### config.mk
export PLATFORM = sky130hd
export DESIGN_NAME = motor_command_link_sender
export DESIGN_NICKNAME = d
export VERILOG_FILES = /design/src/rtl/mcls_pkg.sv /design/src/rtl/motor_command_link_sender.sv /design/src/rtl/mcls_front.sv /design/src/rtl/mcls_out_queue.sv /design/src/rtl/mcls_engine.sv
export SDC_FILE = /design/constraint.sdc
export NUM_CORES = 1
export LEC_CHECK = 0
export BUFFER_PORTS_ARGS = -buffer_cell sky130_fd_sc_hd__buf_2
export CORE_MARGIN = 3
export CORE_UTILIZATION = 58
export CTS_CLUSTER_DIAMETER = 100
export DETAILED_ROUTE_END_ITERATION = 10
export PLACE_DENSITY = 0.76
export SLEW_MARGIN = 40
export SYNTH_ARGS = -nofsm -noshare
export SYNTH_HDL_FRONTEND = slang
export SYNTH_SLANG_ARGS = --single-unit
### constraint.sdc
create_clock -name clock -period 13.5 [get_ports clock]
set_clock_uncertainty 0.05 [all_clocks]
set_input_delay 0.675 -clock clock [delete_from_list [all_inputs] [get_ports clock]]
set_output_delay 0.675 -clock clock [all_outputs]
set_load 0.02 [all_outputs]
### src/rtl/mcls_pkg.sv
// Shared types and constants for the motor command link sender.
// No dependencies; used by every module of the block.
package mcls_pkg;

   typedef enum logic [2:0] {
      FUNC_RELIABLE   = 3'd0,
      FUNC_UNRELIABLE = 3'd1,
      FUNC_TICK       = 3'd2,
      FUNC_SER_BYTE   = 3'd3,
      FUNC_CAN_FRAME  = 3'd4
   } func_type;

   typedef enum logic [1:0] {
      KIND_TX_BYTE = 2'd0,
      KIND_DONE    = 2'd1,
      KIND_TIMEOUT = 2'd2,
      KIND_BUSY    = 2'd3
   } kind_type;

   localparam logic [1:0] REG_LINK_MODE = 2'd0;
   localparam logic [1:0] REG_CAN_ID    = 2'd1;
   localparam logic [1:0] REG_RESEND    = 2'd2;
   localparam logic [1:0] REG_MAX_WAIT  = 2'd3;

   localparam logic [7:0] SYNC_BYTE = 8'hA5;
   localparam logic [4:0] SER_LAST  = 5'd20;
   localparam logic [4:0] CAN_LAST  = 5'd7;

   typedef struct packed {
      logic [2:0]        func;
      logic [7:0]        motor_id;
      logic [3:0][31:0]  words;
      logic [7:0]        rx_byte;
      logic [10:0]       rx_frame_id;
   } item_type;

   typedef struct packed {
      logic [1:0] result_kind;
      logic [7:0] tx_byte;
      logic [1:0] frame_number;
      logic       frame_end;
      logic       last;
   } rsp_type;

   typedef struct packed {
      logic        link_mode;
      logic [10:0] can_frame_id;
      logic [15:0] resend_interval;
      logic [15:0] max_wait;
   } cfg_type;

endpackage

### src/rtl/motor_command_link_sender.sv
// Motor command link sender, a stop-and-wait sender for motor commands over a
// serial or CAN link. Requests enter a two-deep queue; the engine takes one
// request at a time and emits at most one result per clock into a four-deep
// result queue. A reliable serial send takes the request, emits the 21 bytes
// of its frame, checks the acknowledgement and flushes; an unreliable one
// skips the check. A reliable CAN send emits its first frame and then one
// frame for each acknowledgement that advances it; an unreliable CAN send
// emits three frames. The frame builder works one byte at a time; a full
// result queue stalls the engine until a result is popped. Registers at
// byte addresses 0 link_mode, 4 can_frame_id, 8 resend_interval, 12 max_wait.
// Depends on mcls_pkg, mcls_front, mcls_engine and mcls_out_queue.
module motor_command_link_sender #(
   parameter int TIME_WIDTH = 16
) (
   input  logic        clock,
   input  logic        reset,
   input  logic        push,
   output logic        full,
   input  logic [2:0]  req_func,
   input  logic [7:0]  req_motor_id,
   input  logic [31:0] req_cmd_word0,
   input  logic [31:0] req_cmd_word1,
   input  logic [31:0] req_cmd_word2,
   input  logic [31:0] req_cmd_word3,
   input  logic [7:0]  req_rx_byte,
   input  logic [10:0] req_rx_frame_id,
   output logic        empty,
   input  logic        pop,
   output logic [1:0]  rsp_result_kind,
   output logic [7:0]  rsp_tx_byte,
   output logic [1:0]  rsp_frame_number,
   output logic        rsp_frame_end,
   output logic        rsp_last,
   input  logic        psel,
   input  logic        penable,
   input  logic        pwrite,
   input  logic [3:0]  paddr,
   input  logic [31:0] pwdata,
   output logic [31:0] prdata,
   output logic        pready
);

   mcls_pkg::cfg_type  cfg_ff;
   mcls_pkg::item_type push_item, item;
   mcls_pkg::rsp_type  out_data, rd_data;
   logic item_valid, take, out_wr, out_full;

   assign pready = 1'b1;

   always_ff @(posedge clock) begin
      if (reset) begin
         cfg_ff <= '{1'b0, 11'd0, 16'd10, 16'd100};
      end else if (psel && penable && pwrite) begin
         case (paddr[3:2])
            mcls_pkg::REG_LINK_MODE: cfg_ff.link_mode       <= pwdata[0];
            mcls_pkg::REG_CAN_ID:    cfg_ff.can_frame_id    <= pwdata[10:0];
            mcls_pkg::REG_RESEND:    cfg_ff.resend_interval <= pwdata[15:0];
            mcls_pkg::REG_MAX_WAIT:  cfg_ff.max_wait        <= pwdata[15:0];
            default: ;
         endcase
      end
   end

   always_comb begin
      case (paddr[3:2])
         mcls_pkg::REG_LINK_MODE: prdata = {31'd0, cfg_ff.link_mode};
         mcls_pkg::REG_CAN_ID:    prdata = {21'd0, cfg_ff.can_frame_id};
         mcls_pkg::REG_RESEND:    prdata = {16'd0, cfg_ff.resend_interval};
         mcls_pkg::REG_MAX_WAIT:  prdata = {16'd0, cfg_ff.max_wait};
         default:                 prdata = 32'd0;
      endcase
   end

   assign push_item = '{req_func, req_motor_id,
                        {req_cmd_word3, req_cmd_word2, req_cmd_word1, req_cmd_word0},
                        req_rx_byte, req_rx_frame_id};

   mcls_front u_front (
      .clock, .reset, .push, .full, .push_item,
      .item_valid, .item, .take
   );

   mcls_engine #(.TIME_WIDTH(TIME_WIDTH)) u_engine (
      .clock, .reset, .cfg(cfg_ff), .item_valid, .item, .take,
      .out_wr, .out_data, .out_full
   );

   mcls_out_queue u_out (
      .clock, .reset, .wr(out_wr), .wr_data(out_data), .nearly_full(out_full),
      .empty, .rd_data, .pop
   );

   assign rsp_result_kind  = rd_data.result_kind;
   assign rsp_tx_byte      = rd_data.tx_byte;
   assign rsp_frame_number = rd_data.frame_number;
   assign rsp_frame_end    = rd_data.frame_end;
   assign rsp_last         = rd_data.last;

endmodule

### src/rtl/mcls_front.sv
// Request queue of the link sender: takes requests and holds them for the engine.
// Depends on mcls_pkg.
module mcls_front (
   input  logic              clock,
   input  logic              reset,
   input  logic              push,
   output logic              full,
   input  mcls_pkg::item_type push_item,
   output logic              item_valid,
   output mcls_pkg::item_type item,
   input  logic              take
);

   mcls_pkg::item_type mem_ff [2];
   logic       wr_ptr_ff, rd_ptr_ff;
   logic [1:0] count_ff;
   logic       wr_en, rd_en;

   assign full       = (count_ff == 2'd2);
   assign item_valid = (count_ff != 2'd0);
   assign item       = mem_ff[rd_ptr_ff];
   assign wr_en      = push && !full;
   assign rd_en      = take && item_valid;

   always_ff @(posedge clock) begin
      if (wr_en) begin
         mem_ff[wr_ptr_ff] <= push_item;
      end
      if (reset) begin
         wr_ptr_ff <= 1'b0;
         rd_ptr_ff <= 1'b0;
         count_ff  <= 2'd0;
      end else begin
         if (wr_en) wr_ptr_ff <= !wr_ptr_ff;
         if (rd_en) rd_ptr_ff <= !rd_ptr_ff;
         count_ff <= count_ff + {1'b0, wr_en} - {1'b0, rd_en};
      end
   end

endmodule

### src/rtl/mcls_out_queue.sv
// Result queue of the link sender: parts the engine from the consumer.
// Depends on mcls_pkg.
module mcls_out_queue (
   input  logic             clock,
   input  logic             reset,
   input  logic             wr,
   input  mcls_pkg::rsp_type wr_data,
   output logic             nearly_full,
   output logic             empty,
   output mcls_pkg::rsp_type rd_data,
   input  logic             pop
);

   mcls_pkg::rsp_type mem_ff [4];
   logic [1:0] wr_ptr_ff, rd_ptr_ff;
   logic [2:0] count_ff;
   logic       rd_en;

   assign nearly_full = (count_ff == 3'd4);
   assign empty       = (count_ff == 3'd0);
   assign rd_data     = mem_ff[rd_ptr_ff];
   assign rd_en       = pop && !empty;

   always_ff @(posedge clock) begin
      if (wr) begin
         mem_ff[wr_ptr_ff] <= wr_data;
      end
      if (reset) begin
         wr_ptr_ff <= 2'd0;
         rd_ptr_ff <= 2'd0;
         count_ff  <= 3'd0;
      end else begin
         if (wr)    wr_ptr_ff <= wr_ptr_ff + 2'd1;
         if (rd_en) rd_ptr_ff <= rd_ptr_ff + 2'd1;
         count_ff <= count_ff + {2'd0, wr} - {2'd0, rd_en};
      end
   end

endmodule

### src/rtl/mcls_engine.sv
// Send engine: runs the stop-and-wait protocol and builds frames byte by byte.
// Depends on mcls_pkg; fed by mcls_front, drains into mcls_out_queue.
module mcls_engine #(
   parameter int TIME_WIDTH = 16
) (
   input  logic              clock,
   input  logic              reset,
   input  mcls_pkg::cfg_type  cfg,
   input  logic              item_valid,
   input  mcls_pkg::item_type item,
   output logic              take,
   output logic              out_wr,
   output mcls_pkg::rsp_type  out_data,
   input  logic              out_full
);

   localparam int CW   = TIME_WIDTH + 1;
   localparam int CMPW = (CW > 16) ? CW : 17;
   localparam logic [CW-1:0] CAP = {CW{1'b1}};

   typedef enum logic [1:0] {IDLE, SEND, ACK, FLUSH} state_type;

   state_type state_ff, state_in;
   logic [7:0]  seq_ff, seq_in;
   logic        busy_ff, busy_in;
   logic [1:0]  stage_ff, stage_in;
   logic [CW-1:0] start_ff, start_in, send_ff, send_in;
   logic [7:0]  hid_ff, hid_in;
   logic [3:0][31:0] hw_ff, hw_in;
   logic [7:0]  ser_ff, ser_in;
   logic [10:0] cid_ff, cid_in;
   logic [7:0]  cbyte_ff, cbyte_in;
   logic [4:0]  idx_ff, idx_in;
   logic [7:0]  sum_ff, sum_in;
   logic [1:0]  fnum_ff, fnum_in;
   logic        can_ff, can_in;
   logic        multi_ff, multi_in;
   logic        rel_ff, rel_in;
   logic        pend_v_ff, pend_v_in;
   mcls_pkg::rsp_type pend_ff, pend_in;

   logic        can_emit, frame_last;
   logic [7:0]  cur_byte, ack_byte;
   logic [CW-1:0] start_nx, send_nx;

   function automatic logic [7:0] word_byte(input logic [31:0] w, input logic [1:0] i);
      word_byte = w[{i, 3'b000} +: 8];
   endfunction

   always_comb begin
      logic [4:0] j;
      logic [31:0] body;
      j = idx_ff - 5'd4;
      body = (fnum_ff == 2'd1) ? hw_ff[0] : (fnum_ff == 2'd2) ? hw_ff[1] : hw_ff[2];
      cur_byte = 8'd0;
      if (!can_ff) begin
         if (idx_ff < 5'd2) cur_byte = mcls_pkg::SYNC_BYTE;
         else if (idx_ff == 5'd2) cur_byte = seq_ff;
         else if (idx_ff == 5'd3) cur_byte = hid_ff;
         else if (idx_ff == mcls_pkg::SER_LAST) cur_byte = sum_ff;
         else cur_byte = word_byte(hw_ff[j[3:2]], j[1:0]);
      end else begin
         case (idx_ff)
            5'd0: cur_byte = {fnum_ff, seq_ff[5:0]};
            5'd1: cur_byte = (fnum_ff == 2'd1) ? hid_ff :
                             (fnum_ff == 2'd2) ? hw_ff[3][7:0] : hw_ff[3][23:16];
            5'd2: cur_byte = (fnum_ff == 2'd1) ? 8'd0 :
                             (fnum_ff == 2'd2) ? hw_ff[3][15:8] : hw_ff[3][31:24];
            5'd7: cur_byte = sum_ff;
            default: cur_byte = word_byte(body, 2'(idx_ff - 5'd3));
         endcase
      end
   end

   assign frame_last = can_ff ? (idx_ff == mcls_pkg::CAN_LAST) : (idx_ff == mcls_pkg::SER_LAST);
   assign can_emit   = !pend_v_ff || !out_full;
   assign ack_byte   = {stage_ff, seq_ff[5:0]};
   assign start_nx   = (start_ff == CAP) ? CAP : start_ff + 1'b1;
   assign send_nx    = (send_ff == CAP) ? CAP : send_ff + 1'b1;

   always_comb begin
      state_in = state_ff;  seq_in = seq_ff;     busy_in = busy_ff;
      stage_in = stage_ff;  start_in = start_ff; send_in = send_ff;
      hid_in = hid_ff;      hw_in = hw_ff;       ser_in = ser_ff;
      cid_in = cid_ff;      cbyte_in = cbyte_ff; idx_in = idx_ff;
      sum_in = sum_ff;      fnum_in = fnum_ff;   can_in = can_ff;
      multi_in = multi_ff;  rel_in = rel_ff;
      pend_v_in = pend_v_ff; pend_in = pend_ff;
      take = 1'b0;
      out_wr = 1'b0;
      out_data = pend_ff;
      case (state_ff)
         IDLE: begin
            if (item_valid) begin
               take = 1'b1;
               case (item.func)
                  mcls_pkg::FUNC_RELIABLE, mcls_pkg::FUNC_UNRELIABLE: begin
                     if (busy_ff) begin
                        pend_v_in = 1'b1;
                        pend_in = '{mcls_pkg::KIND_BUSY, 8'd0, 2'd0, 1'b0, 1'b0};
                        state_in = FLUSH;
                     end else begin
                        hid_in = item.motor_id;
                        hw_in  = item.words;
                        rel_in = (item.func == mcls_pkg::FUNC_RELIABLE);
                        multi_in = (item.func == mcls_pkg::FUNC_UNRELIABLE) && cfg.link_mode;
                        can_in = cfg.link_mode;
                        fnum_in = cfg.link_mode ? 2'd1 : 2'd0;
                        seq_in = seq_ff + 8'd1;
                        idx_in = 5'd0;
                        sum_in = 8'd0;
                        state_in = SEND;
                        if (item.func == mcls_pkg::FUNC_RELIABLE) begin
                           busy_in = 1'b1;
                           stage_in = 2'd1;
                           start_in = '0;
                           send_in = '0;
                        end
                     end
                  end
                  mcls_pkg::FUNC_TICK: begin
                     if (busy_ff) begin
                        start_in = start_nx;
                        send_in = send_nx;
                        if (CMPW'(start_nx) > CMPW'(cfg.max_wait)) begin
                           busy_in = 1'b0;
                           pend_v_in = 1'b1;
                           pend_in = '{mcls_pkg::KIND_TIMEOUT, 8'd0, 2'd0, 1'b0, 1'b0};
                           state_in = FLUSH;
                        end else if (CMPW'(send_nx) > CMPW'(cfg.resend_interval)) begin
                           // resend the held command
                           rel_in = 1'b1;
                           multi_in = 1'b0;
                           can_in = cfg.link_mode;
                           fnum_in = cfg.link_mode ? stage_ff : 2'd0;
                           seq_in = seq_ff + 8'd1;
                           send_in = '0;
                           idx_in = 5'd0;
                           sum_in = 8'd0;
                           state_in = SEND;
                        end else begin
                           state_in = ACK;
                        end
                     end
                  end
                  mcls_pkg::FUNC_SER_BYTE: begin
                     ser_in = item.rx_byte;
                     state_in = ACK;
                  end
                  mcls_pkg::FUNC_CAN_FRAME: begin
                     cbyte_in = item.rx_byte;
                     cid_in = item.rx_frame_id;
                     state_in = ACK;
                  end
                  default: ;
               endcase
            end
         end
         SEND: begin
            if (can_emit) begin
               out_wr = pend_v_ff;
               pend_v_in = 1'b1;
               pend_in = '{mcls_pkg::KIND_TX_BYTE, cur_byte, fnum_ff, frame_last, 1'b0};
               sum_in = sum_ff + cur_byte;
               idx_in = idx_ff + 5'd1;
               if (frame_last) begin
                  idx_in = 5'd0;
                  sum_in = 8'd0;
                  if (multi_ff && fnum_ff != 2'd3) begin
                     fnum_in = fnum_ff + 2'd1;
                  end else begin
                     state_in = rel_ff ? ACK : FLUSH;
                  end
               end else if (!can_ff && idx_ff < 5'd2) begin
                  sum_in = 8'd0;
               end
            end
         end
         ACK: begin
            if (!busy_ff) begin
               state_in = FLUSH;
            end else if (!cfg.link_mode) begin
               if (ser_ff != seq_ff) begin
                  state_in = FLUSH;
               end else if (can_emit) begin
                  out_wr = pend_v_ff;
                  busy_in = 1'b0;
                  pend_v_in = 1'b1;
                  pend_in = '{mcls_pkg::KIND_DONE, 8'd0, 2'd0, 1'b0, 1'b0};
                  state_in = FLUSH;
               end
            end else if (cid_ff != cfg.can_frame_id || cbyte_ff != ack_byte) begin
               state_in = FLUSH;
            end else if (stage_ff == 2'd3) begin
               if (can_emit) begin
                  out_wr = pend_v_ff;
                  busy_in = 1'b0;
                  pend_v_in = 1'b1;
                  pend_in = '{mcls_pkg::KIND_DONE, 8'd0, 2'd0, 1'b0, 1'b0};
                  state_in = FLUSH;
               end
            end else begin
               // advance to the next CAN frame and send it
               stage_in = stage_ff + 2'd1;
               start_in = '0;
               send_in = '0;
               rel_in = 1'b1;
               multi_in = 1'b0;
               can_in = 1'b1;
               fnum_in = stage_ff + 2'd1;
               seq_in = seq_ff + 8'd1;
               idx_in = 5'd0;
               sum_in = 8'd0;
               state_in = SEND;
            end
         end
         FLUSH: begin
            if (!pend_v_ff) begin
               state_in = IDLE;
            end else if (!out_full) begin
               out_wr = 1'b1;
               out_data.last = 1'b1;
               pend_v_in = 1'b0;
               state_in = IDLE;
            end
         end
         default: state_in = IDLE;
      endcase
   end

   always_ff @(posedge clock) begin
      hid_ff   <= hid_in;
      hw_ff    <= hw_in;
      idx_ff   <= idx_in;
      sum_ff   <= sum_in;
      fnum_ff  <= fnum_in;
      can_ff   <= can_in;
      multi_ff <= multi_in;
      rel_ff   <= rel_in;
      pend_ff  <= pend_in;
      if (reset) begin
         state_ff  <= IDLE;
         seq_ff    <= 8'd0;
         busy_ff   <= 1'b0;
         stage_ff  <= 2'd0;
         start_ff  <= '0;
         send_ff   <= '0;
         ser_ff    <= 8'd0;
         cid_ff    <= 11'd0;
         cbyte_ff  <= 8'd0;
         pend_v_ff <= 1'b0;
      end else begin
         state_ff  <= state_in;
         seq_ff    <= seq_in;
         busy_ff   <= busy_in;
         stage_ff  <= stage_in;
         start_ff  <= start_in;
         send_ff   <= send_in;
         ser_ff    <= ser_in;
         cid_ff    <= cid_in;
         cbyte_ff  <= cbyte_in;
         pend_v_ff <= pend_v_in;
      end
   end

endmodule
# Word-level counts from Yosys, hierarchy flattened
# Memories as Yosys holds them, arrays and structs flattened. A register that Yosys moved wholly into a read port is not among the register bits.
# Index checks and enable logic that the tools add are counted.
# W data, S select, Z words.
[word_totals]
reg_bits = 298
ram_bits = 372
out_inout_bits = 49
wordCells = 357
memories = 2
[op_classes]
add_sub_neg = 15
order_cmp = 4
eq_ne = 51
shifts = 2
n_mux = 203
bitwise_logic = 1
n_reduce_logical = 43
[memory_table]
columns = ["name", "words", "word_bits", "rd", "rd_clocked_by_memory_dff", "write_ports", "line_no", "text"]
rows = [
  ["u_front.mem_ff", 2, 158, 1, 1, 1, "mcls_front.sv:14", "mcls_pkg::item_type mem_ff [2];"],
  ["u_out.mem_ff", 4, 14, 1, 1, 1, "mcls_out_queue.sv:14", "mcls_pkg::rsp_type mem_ff [4];"],
]
[ops]
columns = ["op", "count"]
rows = [
  ["$mux W8", 30],
  ["$mux W17", 14],
  ["$mux W14", 11],
  ["$pmux W17 S2", 4],
  ["$pmux W32 S4", 1],
  ["$mux W32", 3],
  ["$mux W2", 35],
  ["$mux W1", 68],
  ["$bmux W32 S2", 1],
  ["$shiftx A32 B6 Y8", 2],
  ["$mux W5", 11],
  ["$pmux W8 S2", 3],
  ["$pmux W14 S3", 1],
  ["$add A17 B1 Y17 const B", 2],
  ["$eq A17 B17 Y1 const B", 2],
  ["$gt A17 B16 Y1", 2],
  ["$pmux W8 S4", 1],
  ["$pmux W14 S2", 1],
  ["$pmux W8 S3", 1],
  ["$reduce_and A11 Y1", 2],
  ["$ne A3 B2 Y1 const B", 6],
  ["$ne A3 B3 Y1 const B", 6],
  ["$pmux W1 S2", 9],
  ["$reduce_and A9 Y1", 2],
  ["50 further kinds", 101],
]

# Longest topological paths before layout
# Gate-level depths: netlist of run 1.
[logic_depth]
ltp_word = 14
mapped_depth = 21

# By module
# From an unflattened synthesis of run 1, not the netlist that was laid out.
[unflattened]
hier_cells = 2024
hier_area_um2 = 30113.9
[modules_own_cells]
columns = ["mod", "instances", "cells_per_inst", "area_per_inst_um2", "seq_area_each_um2"]
rows = [
  ["mcls_engine", 1, 1159, 13213.9, 6516.2],
  ["mcls_front", 1, 518, 12067.8, 9589.2],
  ["mcls_out_queue", 1, 119, 2523.7, 1861.8],
  ["motor_command_link_sender", 1, 228, 2308.5, 880.8],
]

# Worst setup path after synthesis of run 1
# Ideal clock, no wire load.
[synth_timing]
path_type = "flip-flop to flip-flop"
from = "register u_engine.state_ff[0]"
to = "register u_engine.hid_ff[0], enable pin"
setup_time_ns = 0.798
t_arrival_ns = 10.268
required_ns = 12.652
slack_ns = 2.384
stages_incl_launch_ff = 7
n_path_buf = 0
cell_sequence = "dfxtp_1 inv_1 ha_1 inv_1 nor2_1 nand2_1 nor3_1"
[synth_via]
elab_chain_len = 2
[synth_rtl]
columns = ["element", "line_no", "text"]
rows = [
  ["from (decl)", "mcls_engine.sv:23", "state_type state_ff, state_in;"],
  ["from (signal assigned)", "mcls_engine.sv:253", "state_ff <= state_in;"],
  ["$logic_not A2 Y1", "mcls_engine.sv:92", "case (state_ff)"],
  ["$reduce_and A4 Y1 (no line)", "n/a", ""],
  ["to (signal assigned)", "mcls_engine.sv:232", "hid_ff <= hid_in;"],
  ["to (decl)", "mcls_engine.sv:28", "logic [7:0] hid_ff, hid_in;"],
]
# No other way between the ends.
# A chain may end at the register's enable or synchronous reset.

# Final worst setup path of run 1
[layout_timing]
from = "register u_engine.idx_ff[2]"
to = "register u_engine.sum_ff[7], data pin"
[layout_via]
elab_chain_len = 14
[layout_rtl]
columns = ["element", "line_no", "text"]
rows = [
  ["from (decl)", "mcls_engine.sv:33", "logic [4:0] idx_ff, idx_in;"],
  ["from (signal assigned)", "mcls_engine.sv:234", "idx_ff <= idx_in;"],
  ["$sub A4 B3 Y4", "mcls_engine.sv:53", "j = idx_ff - 5'd4;"],
  ["$bmux W32 S2", "mcls_engine.sv:61", "else cur_byte = word_byte(hw_ff[j[3:2]], j[1:0]);"],
  ["$mux W32 (implied by the code)", "mcls_engine.sv:61", ""],
  ["$shiftx A32 B6 Y8", "mcls_engine.sv:47", "word_byte = w[{i, 3'b000} +: 8];"],
  ["$mux W8", "mcls_engine.sv:60", "else if (idx_ff == mcls_pkg::SER_LAST) cur_byte = sum_ff;"],
  ["$mux W8", "mcls_engine.sv:59", "else if (idx_ff == 5'd3) cur_byte = hid_ff;"],
  ["$mux W8", "mcls_engine.sv:58", "else if (idx_ff == 5'd2) cur_byte = seq_ff;"],
  ["$mux W8", "mcls_engine.sv:57", "if (idx_ff < 5'd2) cur_byte = mcls_pkg::SYNC_BYTE;"],
  ["$mux W8", "mcls_engine.sv:56", "if (!can_ff) begin"],
  ["$add A8 B8 Y8", "mcls_engine.sv:164", "sum_in = sum_ff + cur_byte;"],
  ["$mux W8", "mcls_engine.sv:174", "end else if (!can_ff && idx_ff < 5'd2) begin"],
  ["$mux W8 *", "mcls_engine.sv:166", "if (frame_last) begin"],
  ["$mux W8 *", "mcls_engine.sv:160", "if (can_emit) begin"],
  ["$pmux W8 S3 *", "mcls_engine.sv:92", ""],
  ["to (signal assigned)", "mcls_engine.sv:235", "sum_ff <= sum_in;"],
  ["to (decl)", "mcls_engine.sv:34", "logic [7:0] sum_ff, sum_in;"],
]
# Every way passes the cells marked *; elsewhere a longest branch is shown, timed or not. The select of a mux whose other input is x is not followed.

==> run summary, run 1 <==
R2R Setup Slk - 8.25 ns
CTS resizes - 0
Rel. slew slack - 0.4751
Seq/Total Area, Yosys - 0.6445
Synth async-reset ratio - 0
Worst VDD drop - 140.3 µV
minimum clock period - 5.251 ns
grt total ovfl - 0
worst hold start - req_cmd_word1[10]
DR WL/cell - 22.71 µm
via count - 17.77k
crit-path max FO - 38
final WL - 67.60 mm
gp weighted congestion - 0.9087
static leakage - 11.78 nW
initial antenna violation count - 3
Hold Path Stages - 1
Final period util - 0.3889
worst r2r src - u_engine.idx_ff[2]
CTS Buf Count - 69
final hold violation count - 0
Core Area - 49360 µm²
clk slew on worst S/H paths - 0.06 ns
outcome - finished, final reports clean
Initial Util - 0.5925
Synth cell types - 71
layout cells sized above 1 - 0.2483
Yosys warnings - 0
largest net degree at the start of global routing - 96
hold endpoint - u_front.mem_ff[0][61]
max frequency - 190.5 MHz
Post-Syn Instances - 2056
cell count of the worst reg-to-reg path - 18
synthesis-stage register bit count - 672
H-Tree Depth - 3
dpl hpwl - 46.91 mm
Post-DRT Antenna Nets - 0
nets - 2527
worst setup path start - u_engine.idx_ff[2]
Sink Count - 672
CTS tree - yes
final worst slack - 8.249 ns
DRC - 0
worst hold path type - input pin to flop
initial DRC count - 1556
first-pass GRT wire length - 103.3 mm
Layout area overhead - 12.97%
gr usage total - 0.2552
Critical Path AT - 5.54 ns
post-route setup TNS - 0 ns
Post-CTS Hold Fix Bufs - 0
Mean Syn Cell Area - 14.22 µm²
critical path class - flop to flop
FILL cells - 3445
vias per cell - 5.968
fin util - 0.6694
pre-CTS setup slack - 8.373 ns
final setup fails - 0
drt first pass iters - 5
CTS Buffer Depth - 3
Startpoint Class - flop
Die Y-Extent - 230.5 µm
Synth Cell Area - 29240 µm²
Synth top cells by count - edfxtp_1 (539), nand2_1 (205), mux2_2 (146)
row cnt - 81
vias in the first global route - 17.53k
post-synth top area share - 0.5535
clk root buf - clkbuf_16
Slew @ Worst Pin - 0.7873 ns
# Post-CTS Setup Buffers - 0
Yosys top cell by area - edfxtp_1
Max Slew Vio Count - 0
Most used DFF post-synth - edfxtp_1
top cells by area, synth - edfxtp_1 (55%), dfxtp_1 (9.1%), mux4_2 (5.9%)
# IOs - 250
Worst setup EP type - flop
die width - 230.5 µm
count leader, synth - edfxtp_1
die area - 53150 µm²
RSZ-0062 raised after global routing - false
reg2reg end - u_engine.sum_ff[7]
maxcap violations - 0
Worst-Skew Late Latency - 0.61 ns
Critical Path RT - 13.79 ns
Power Dens Cells - 189.3 nW/µm²
buffers added on ports - 214
EDFF count, synth - 539
## layer usage
layer	routed length, µm	share of wire	track usage	vias up
met4	2101	0.031	0.08164	2
li1	-	-	-	8145
met3	4201	0.062	0.04529	133
met1	28440	0.42	0.3542	8828
met2	32840	0.49	0.4149	660
met5	8	0.00012	0	-
## stage by stage
step                hold WS [ns]  instances  area (µm²)  power (W)
floorplan                 0.3863       2071       29300   0.004050
global placement          0.3919       2849       30850   0.004453
detailed placement        0.3967       2850       30890   0.004494
CTS                       0.1735       2975       33000   0.006284
global route              0.1782       2976       33040   0.006542
finish                    0.2052       2977       33040   0.006255
## registers in the layout, summed over array words and instances (netlist names), 11 cells and up, named ones only
signal             count
u_engine.start_ff     17
u_out.mem_ff          56
u_engine.send_ff      17
u_engine.hw_ff       128
cfg_ff                44
u_engine.cid_ff       11
u_engine.out_data     13
u_front.mem_ff       316
## logic make-up after synthesis
family	after synthesis	synth area share
buffers and inverters	183	0.02704
flip-flops	672	0.6445
other	2	0.0002568
multiplexers	283	0.1357
AND/OR/NAND/NOR	500	0.07727
adder cells (fa/ha/maj)	68	0.02961
AO/OA/AOI/OAI	279	0.06499
XOR/XNOR	69	0.02066
## power by group
part / total (W) / internal, W / switching (W)
logic: 0.00165 / 0.000714 / 0.000938
registers: 0.00282 / 0.00262 / 0.000200
clock network: 0.00178 / 0.00102 / 0.000765
total: 0.00626 / 0.00435 / 0.00190
## area by class of cell
type                       count  area, µm²  area share
multi-input combinational   1216       9708      0.2938
clock inverter                38      282.8    0.008559
inverter                      64      240.2    0.007271
tap                          664      830.8     0.02515
sequential                   672      18850      0.5707
antenna                        1      2.502  0.00007574
timing repair buffer         235       1295     0.03920
clock buffer                  87       1826     0.05525
## worst max-delay path by stage
stage	end	slack (ns)	cells after the start
floorplan	u_engine.hid_ff[0]	2.38	6
global placement	u_engine.sum_ff[7]	8.46	18
detailed placement	u_engine.sum_ff[7]	8.37	18
CTS	u_engine.sum_ff[7]	8.31	18
global route	u_engine.sum_ff[7]	8.00	18
finish	u_engine.sum_ff[7]	8.25	18
## placed cells by master, fill, tap and decap left out, types with 64 or more instances in the layout
cell and instances:
nor2_1 131, a21oi_1 64, buf_2 213, edfxtp_1 539, ha_1 65, nand2_1 205, mux4_2 76, mux2_2 146
dfxtp_1 131, clkbuf_16 70
## worst max-delay path: stages (launching register included)
cell and delay, ns:
edfxtp_1 0.33, buf_4 0.55, inv_1 0.10, ha_1 0.30, buf_4 0.40, mux4_2 0.37
mux4_2 0.50, nand2_1 0.13, nand3_1 0.09, o211ai_1 0.15, nand3_1 0.21, ha_1 0.35
a21o_1 0.16, a21oi_1 0.23, o21ai_0 0.17, o41ai_1 0.47, xor2_1 0.22, xnor2_1 0.14
nor2_1 0.05
No activity file was read; power rests on OpenSTA's default activity.
==> run 2, diff against run 1 <==
--- a/config.mk
+++ b/config.mk
@@ -5,12 +5,13 @@
 export SDC_FILE = /design/constraint.sdc
 export NUM_CORES = 1
 export LEC_CHECK = 0
+export ABC_AREA = 1
 export BUFFER_PORTS_ARGS = -buffer_cell sky130_fd_sc_hd__buf_2
 export CORE_MARGIN = 3
-export CORE_UTILIZATION = 58
+export CORE_UTILIZATION = 54
 export CTS_CLUSTER_DIAMETER = 100
 export DETAILED_ROUTE_END_ITERATION = 10
-export PLACE_DENSITY = 0.76
+export PLACE_DENSITY = 0.74
 export SLEW_MARGIN = 40
 export SYNTH_ARGS = -nofsm -noshare
 export SYNTH_HDL_FRONTEND = slang
==> constraint.sdc (replaced) <==
create_clock -name clock -period 4.5 [get_ports clock]
set_clock_uncertainty 0.05 [all_clocks]
set_input_delay 0.225 -clock clock [delete_from_list [all_inputs] [get_ports clock]]
set_output_delay 0.225 -clock clock [all_outputs]
set_load 0.02 [all_outputs]
==> run summary, run 2 <==
outcome - finished, final reports clean
row cnt - 85
CTS tree - yes
die area - 58150 µm²
buffers added on ports - 214
placed cell area - 31710 µm²
gp weighted congestion - 0.9556
CTS Buffer Depth - 3
Worst VDD drop - 366.1 µV
initial DRC count - 1866
design area - 35750 µm²
vias per cell - 5.683
Final period util - 0.9196
Worst-Skew Late Latency - 0.60 ns
# Post-CTS Setup Buffers - 0
most frequent cells in the layout - edfxtp_1 (539), nand2_1 (368), nor2_1 (243)
via count - 21.64k
largest net degree at the start of global routing - 104
# IOs - 250
Max Slew Vio Count - 0
commonest non-fill, non-tap cell in the layout - edfxtp_1
dpl hpwl - 54.58 mm
post-route setup TNS - 0 ns
worst hold path type - input pin to flop
count leader, synth - edfxtp_1
Antenna diodes - 0
DR WL/cell - 21.33 µm
final setup fails - 0
layout cells sized above 1 - 0.1784
clk slew on worst S/H paths - 0.06 ns
Yosys top cell by area - edfxtp_1
Rel. slew slack - 0.4756
first-pass GRT wire length - 123.3 mm
grt total ovfl - 0
static leakage - 13.68 nW
maxcap violations - 0
nets - 3328
minimum clock period - 4.138 ns
Layout area overhead - 19.74%
Synth top cells by count - edfxtp_1 (539), nand2_1 (368), nor2_1 (247)
RSZ-0062 raised after global routing - false
max frequency - 241.7 MHz
Mean Syn Cell Area - 11.19 µm²
Post-DRT Antenna Nets - 0
final hold violation count - 0
synthesis-stage register bit count - 672
vias in the first global route - 21.02k
drt first pass iters - 6
Seq/Total Area, Yosys - 0.6313
register bank with the most flops - u_front.mem_ff
gr usage total - 0.2793
Worst setup EP type - flop
Slew @ Worst Pin - 0.7857 ns
Critical Path AT - 4.44 ns
final WL - 81.21 mm
initial antenna violation count - 0
crit-path max FO - 19
DRC - 0
Post-Syn Instances - 2668
critical path class - flop to flop
Die Y-Extent - 241.1 µm
top cells by area, synth - edfxtp_1 (54%), dfxtp_1 (8.9%), mux2_2 (5.4%)
Initial Util - 0.5505
Sink Count - 672
Largest register FFs - 316
CTS Buf Count - 70
clk root buf - clkbuf_16
Worst Hold Slack - 0.07713 ns
Power Dens Cells - 574.2 nW/µm²
Critical Path RT - 4.80 ns
EDFF count, synth - 539
post-synth top area share - 0.5421
Most used DFF post-synth - edfxtp_1
Synth async-reset ratio - 0
Startpoint Class - flop
Yosys warnings - 0
Synth cell types - 55
Synth Cell Area - 29860 µm²
die width - 241.1 µm
H-Tree Depth - 3
Core Area - 54240 µm²
Top Registers - u_front.mem_ff: 316 flops, u_engine.hw_ff: 128 flops, u_out.mem_ff: 56 flops
-- run 2: cell types whose count changed after synthesis, sizes merged, moves of 60 or more --
cell,change
nand3,+66
o21ai,+197
a21oi,+115
inv,+165
mux2i,-60
nand2,+169
mux4,-76
nor2,+116
-- run 2: final cells by class --
class	count	area (µm²)
Tap cell	696	870.8
Clock inverter	30	291.5
Inverter	232	874.6
Clock buffer	94	1966
Timing Repair Buffer	442	3308
Sequential cell	672	18850
Multi-Input combinational cell	1641	9589
Fill cell	3948	18490
-- run 2: metrics by stage --
| step | instances | power [W] | util | worst slack (ns) |
|---|---|---|---|---|
| 5_1_grt | 3807 | 0.02160 | 0.6591 | 0.008419 |
| 3_5_place_dp | 3506 | 0.01472 | 0.5847 | 0.3576 |
| 4_1_cts | 3807 | 0.02049 | 0.6590 | 0.3241 |
| 3_3_place_gp | 3506 | 0.01459 | 0.5846 | 0.4182 |
| 6_report | 3807 | 0.02053 | 0.6591 | 0.3619 |
| 2_1_floorplan | 2683 | 0.01271 | - | -0.6852 |
-- run 2: cell families (layout without fill, tap and decap cells) --
group	count (synthesis)	in the layout	share of synthesized area
fa+ha+maj	68	68	0.02900
compound gates	558	558	0.1057
mux	144	144	0.05431
flops	672	672	0.6313
other cells	2	17	0.0002515
xor+xnor	47	47	0.01379
buf+inv	370	798	0.05054
simple gates	807	807	0.1151
-- run 2: per-layer routing --
metal,up-vias,GRT usage,part of all wire
met3,110,0.04411,0.070
met2,887,0.4459,0.47
met5,-,0,0
met4,0,0.08419,0.026
met1,10464,0.3989,0.44
li1,10176,-,-
-- run 2: worst max-delay path: stages (launching register included) --
cell,delay (ns)
edfxtp_1,0.44
inv_1,0.10
ha_1,0.39
clkinvlp_4,0.36
buf_4,0.32
a21oi_1,0.11
o21ai_0,0.11
o211ai_1,0.13
nand3_1,0.10
a21oi_1,0.28
o21ai_0,0.17
a21oi_1,0.18
ha_1,0.30
a21oi_1,0.15
and2_1,0.16
inv_1,0.06
nand2_1,0.05
inv_1,0.05
o21ai_0,0.14
nand2_1,0.08
nor2_1,0.09
nor3b_1,0.05
-- run 2: what timing repair did --
action                                 CTS  global route
setup endpoints to repair                0            16
endpoints found under the hold margin  364             0
hold buffers                           177             0
resized for setup                        0             3
-- run 2: path summary, 6_finish.rpt --
kind                            slack (ns)  cells past startpoint               start            endpoint
worst max-delay path                  0.36                     21  u_engine.idx_ff[3]  u_engine.sum_ff[5]
worst min-delay path                  0.08                      4             penable          cfg_ff[43]
worst min register to register        0.40                      1   u_front.rd_ptr_ff                flop
worst max register to register        0.36                     21  u_engine.idx_ff[3]  u_engine.sum_ff[5]
-- run 2: power breakdown --
group | switching, W | leakage [nW] | internal (W)
Sequential | 0.000606 | 6.05 | 0.00791
Clock | 0.00234 | 1.11 | 0.00331
Combinational | 0.00413 | 6.52 | 0.00223
